==> src/sv/wss_isqrt.sv <==
// Digit-recurrence integer square root, one result bit per cycle.
module wss_isqrt #(
   parameter int RAD_W = 75
) (
   input  logic                       clock,
   input  logic                       reset,
   input  logic                       start,
   input  logic [RAD_W-1:0]           radicand,
   output logic                       done,
   output logic [(RAD_W+1)/2-1:0]     root
);

   localparam int ROOT_W = (RAD_W + 1) / 2;
   localparam int PAD_W  = 2 * ROOT_W;
   localparam int REM_W  = ROOT_W + 3;
   localparam int CNT_W  = $clog2(ROOT_W + 1);

   logic [PAD_W-1:0]  rad_ff;
   logic [REM_W-1:0]  rem_ff;
   logic [ROOT_W-1:0] root_ff;
   logic [CNT_W-1:0]  cnt_ff;
   logic              busy_ff;
   logic              done_ff;

   logic [REM_W-1:0]  rem_sh_c;
   logic [REM_W-1:0]  trial_c;
   logic [REM_W-1:0]  rem_in;
   logic [ROOT_W-1:0] root_in;

   // one step: bring down two bits, try subtracting 4*root+1
   always_comb begin
      rem_sh_c = {rem_ff[REM_W-3:0], rad_ff[PAD_W-1 -: 2]};
      trial_c  = REM_W'({root_ff, 2'b01});
      if (rem_sh_c >= trial_c) begin
         rem_in  = rem_sh_c - trial_c;
         root_in = {root_ff[ROOT_W-2:0], 1'b1};
      end else begin
         rem_in  = rem_sh_c;
         root_in = {root_ff[ROOT_W-2:0], 1'b0};
      end
   end

   // control
   always_ff @(posedge clock) begin
      if (reset) begin
         busy_ff <= 1'b0;
         done_ff <= 1'b0;
         cnt_ff  <= '0;
      end else begin
         done_ff <= 1'b0;
         if (start) begin
            busy_ff <= 1'b1;
            cnt_ff  <= CNT_W'(ROOT_W);
         end else if (busy_ff) begin
            cnt_ff <= cnt_ff - 1'b1;
            if (cnt_ff == CNT_W'(1)) begin
               busy_ff <= 1'b0;
               done_ff <= 1'b1;
            end
         end
      end
   end

   // datapath
   always_ff @(posedge clock) begin
      if (start) begin
         rad_ff  <= PAD_W'(radicand);
         rem_ff  <= '0;
         root_ff <= '0;
      end else if (busy_ff) begin
         rad_ff  <= {rad_ff[PAD_W-3:0], 2'b00};
         rem_ff  <= rem_in;
         root_ff <= root_in;
      end
   end

   assign done = done_ff;
   assign root = root_ff;

endmodule

==> config.mk <==
export PLATFORM = sky130hd
export DESIGN_NAME = wss_isqrt
export DESIGN_NICKNAME = d
export VERILOG_FILES = /design/src/sv/wss_isqrt.sv
export SDC_FILE = /design/constraint.sdc
export NUM_CORES = 1
export LEC_CHECK = 0
export ABC_CLOCK_PERIOD_IN_PS = 2600
export BUFFER_PORTS_ARGS = -buffer_cell sky130_fd_sc_hd__buf_2
export CAP_MARGIN = 10
export CORE_UTILIZATION = 35
export DETAILED_ROUTE_END_ITERATION = 16
export MAX_ROUTING_LAYER = met4
export PLACE_DENSITY = 0.55
export SLEW_MARGIN = 0
export SYNTH_ARGS = -nofsm -noshare
export SYNTH_HDL_FRONTEND = slang
export SYNTH_SLANG_ARGS = --single-unit
export TNS_END_PERCENT = 1
==> constraint.sdc <==
create_clock -name clock -period 2.6 [get_ports clock]
set_input_delay 0.52 -clock clock [delete_from_list [all_inputs] [get_ports clock]]
set_output_delay 0.52 -clock clock [all_outputs]
set_load 0.005 [all_outputs]
==> metrics.md <==
| Metric | Value |
|---|---|
| Worst hold path type | in -> reg |
| Gr ovfl total | 0 |
| Synth Warn # | 0 |
| Unique masters post-synth | 61 |
| Yosys reg bits | 161 |
| First-pass GRT wire length | 37740 um |
| Fmax achieved | about 380 MHz |
| Crit path largest cell delay | 0.34 ns |
| Clk_skew | 0.01020 ns |
| Hpwl dp | 15990 um |
| Clock sinks | 161 |
| Placement Rows | 59 |
| Cells along the critical path | inv_2 -> ha_4 -> nand4_1 -> nor4_2 -> buf_4 -> and3_4 -> a211oi_2 -> o21ai_2 -> buf_4 -> a21o_4 -> buf_6 -> buf_8 -> mux2i_4 -> a211oi_2 |
| Worst r2r path cells | 14 |
| R2R Path End | rem_ff[27] |
| Worst r2r src | root[25] |
| Max cap viols | 0 |
| Die area | between 20000 and 30000 um2 |
| Vias/cell | 4.955 |
| Ports | 117 |
| Leading cell type in the layout, fill and taps excluded | buf_4 |
| Synth Instances | 945 |
| Period utilization | 101.6% |
| Slew headroom | 57.50% |
| Die Span X | around 170 um |
| Design area | 12540 um2 |
| Largest net degree at the start of global routing | 106 |
| Die Span Y | 165.5 um |
| CTS tree | built |
| Final hold vios | 0 |
| Via count | around 7.6k |
| PwrDens | 1197 nW/um2 |
| WHS Path Cells | 2 |
| Fin. max-slew vios | 0 |
| Nets | about 1.3k |
| WP data required | 2.90 ns |
| Fill cells | about 2.5k |
| Vias in the first global route | 7588 |
| DR DRC count | 4 |
| Async SR Flop Fraction | 0% |
| Slew @ Worst Pin | 0.6376 ns |
| Critical setup path kind | reg -> reg |
| Endpoint class of the critical path | flop |
| Detail Route Antenna Nets | 0 |
| Initial antenna violation count | 0 |
| Crit path launch type | flop |
| Outcome | finished, violations left |
| Net Count, Synth | 1065 |
| Global placement routability congestion | roughly 0.85 |
| Post-CTS Hold Buffers | 0 |
| Synthesized area per cell | 9.902 um2 |
| Detailed Routing Iterations Pass 1 | 11 |
| H-tree depth | 4 |
| Area growth from synthesis to layout | 33.96% |
| Post-synth EDFFs | 75 |
| Most frequent cells in the layout | buf_4, buf_2, nor2_1 |
| First DRT Iteration DRCs | 329 |
| Number of buffers created by CTS | 17 |
| Hold WS | 0.3552 ns |
| Top FF cell, synth | dfxtp_1 |
| Detailed-route wire length per cell | 15.06 um |
| Post-DP Area | 11260 um2 |
| Beginning of the critical path | root[25] |
| Final worst setup slack | -0.04061 ns |
| RSZ-0062 raised after global routing | true |
| Gr usage total | 17.98% |
| Sequential standard cell area | approximately 4000 um2 |
| Slowest stage cell, crit path | dfxtp_2 |
| Synthesized area | 9358 um2 |
| Critical path destination | rem_ff[27] |
| Tmin final | around 2.6 ns |
| Later-pin clock latency in the skew report | 0.43 ns |
| VDD IR max | 0.8438 mV |
| Core area | 26130 um2 |
| Reg2reg setup slack | -0.04 ns |
| Drt total wl | 22970 um |
| Crit-path max FO | 6 |
| Post-synthesis sequential area ratio | 42.47% |
| WP data arrival | 2.94 ns |
| Failing checks | DRC, setup timing |
| Starting Density | 35.81% |
| Root buf cell | clkbuf_16 |
| Fin Setup TNS | -0.2678 ns |
| Leakage | 5.371 nW |
| Antenna cells | 0 |
| # port buffers | 116 |
| # setup viols final | 18 |
| Clock buffer depth | 2 |
| Worst-path clk slew | roughly 0.080 ns |
| Area of the multi-input gates | between 5000 and 6000 um2 |
| Share of cells above drive strength 1 | between 40 and 50% |
worst min path at each step:
stage,startpoint,to,slack (ns)
CTS,reset,busy_ff,0.34
floorplan,rad_ff[73],rad_ff[75],0.46
global route,reset,busy_ff,0.35
global placement,rem_ff[29],rem_ff[29],0.49
detailed placement,rem_ff[10],rem_ff[10],0.50
finish,reset,busy_ff,0.36
sequential cells by signal, summed over array words and instances, names as in the netlist:
name     cells
busy_ff      1
cnt_ff       6
done         1
rad_ff      76
rem_ff      39
root        38
metrics by stage:
| step | util (%) | setup WS (ns) | power [mW] | instances |
|---|---|---|---|---|
| finish | 47.97 | -0.04061 | 15.01 | 1525 |
| detailed placement | 43.08 | -0.3282 | 10.33 | 1479 |
| CTS | 47.32 | -0.05258 | 14.71 | 1524 |
| floorplan | - | -0.006523 | 7.956 | 945 |
| global route | 47.97 | -0.2002 | 15.93 | 1525 |
| global placement | 43.08 | -0.2681 | 10.33 | 1479 |
final cells by class:
type | count | area share [%]
Multi-Input combinational cell | 640 | 41.23
Sequential cell | 161 | 31.83
Clock inverter | 15 | 1.617
Tap cell | 335 | 3.344
Timing Repair Buffer | 299 | 16.85
Clock buffer | 17 | 3.394
Inverter | 58 | 1.737
power by group:
group | internal [mW] | switching (mW) | total [mW] | leakage (nW)
logic | 4.79 | 4.38 | 9.17 | 3.60
registers | 3.00 | 0.184 | 3.18 | 1.46
clock network | 1.40 | 1.26 | 2.66 | 0.306
synthesized netlist by cell type (11+ instances only):
master    count  share of area, %
a21oi_1      48               2.6
o21ai_0      29               1.6
mux2i_1      64               6.8
edfxtp_1     75                24
xnor2_1      23               2.2
mux2_2       73               8.8
clkbuf_1     39               1.6
a21o_1       20               1.6
ha_1         42               5.6
nor2_1      103               4.1
buf_4        38               3.0
dfxtp_1      86                18
nand3_1      18              0.96
nor3_1       15              0.80
nand2_1      47               1.9
inv_1        57               2.3
xor2_1       11               1.0
a211oi_1     31               2.5
layer usage:
| metal | share of wire (%) | vias to the layer above | global-route usage (%) |
|---|---|---|---|
| met5 | 0 | - | - |
| met4 | 1.2 | 0 | 5.124 |
| met3 | 4.2 | 16 | 3.846 |
| met2 | 48 | 140 | 28.88 |
| met1 | 47 | 3554 | 22.70 |
| li1 | - | 3847 | - |
cells by family (layout without fill, tap and decap cells):
family,after synthesis,in the layout,synth area share (%)
buf+inv,144,389,7.621
fa+ha+maj,42,42,5.616
xor+xnor,34,34,3.182
flops,161,161,42.47
mux,137,137,15.63
simple gates,241,241,12.15
compound gates,186,186,13.33
worst max-delay path: cells and delay by family, from the launching register on:
kind,cells,cell delay (ns)
buffers and inverters,5,0.57
muxes,1,0.26
DFF,1,0.34
AOI/OAI and AO/OA,4,0.39
and+or+nand+nor,3,0.64
adders and majority gates,1,0.29
timing repair:
action	in CTS	in global routing
pin swaps	52	15
gates resized for setup	75	31
endpoints found under the setup margin	39	40
gates cloned	1	0
buffers inserted	12	1
Power figures use the tool's default switching activity.
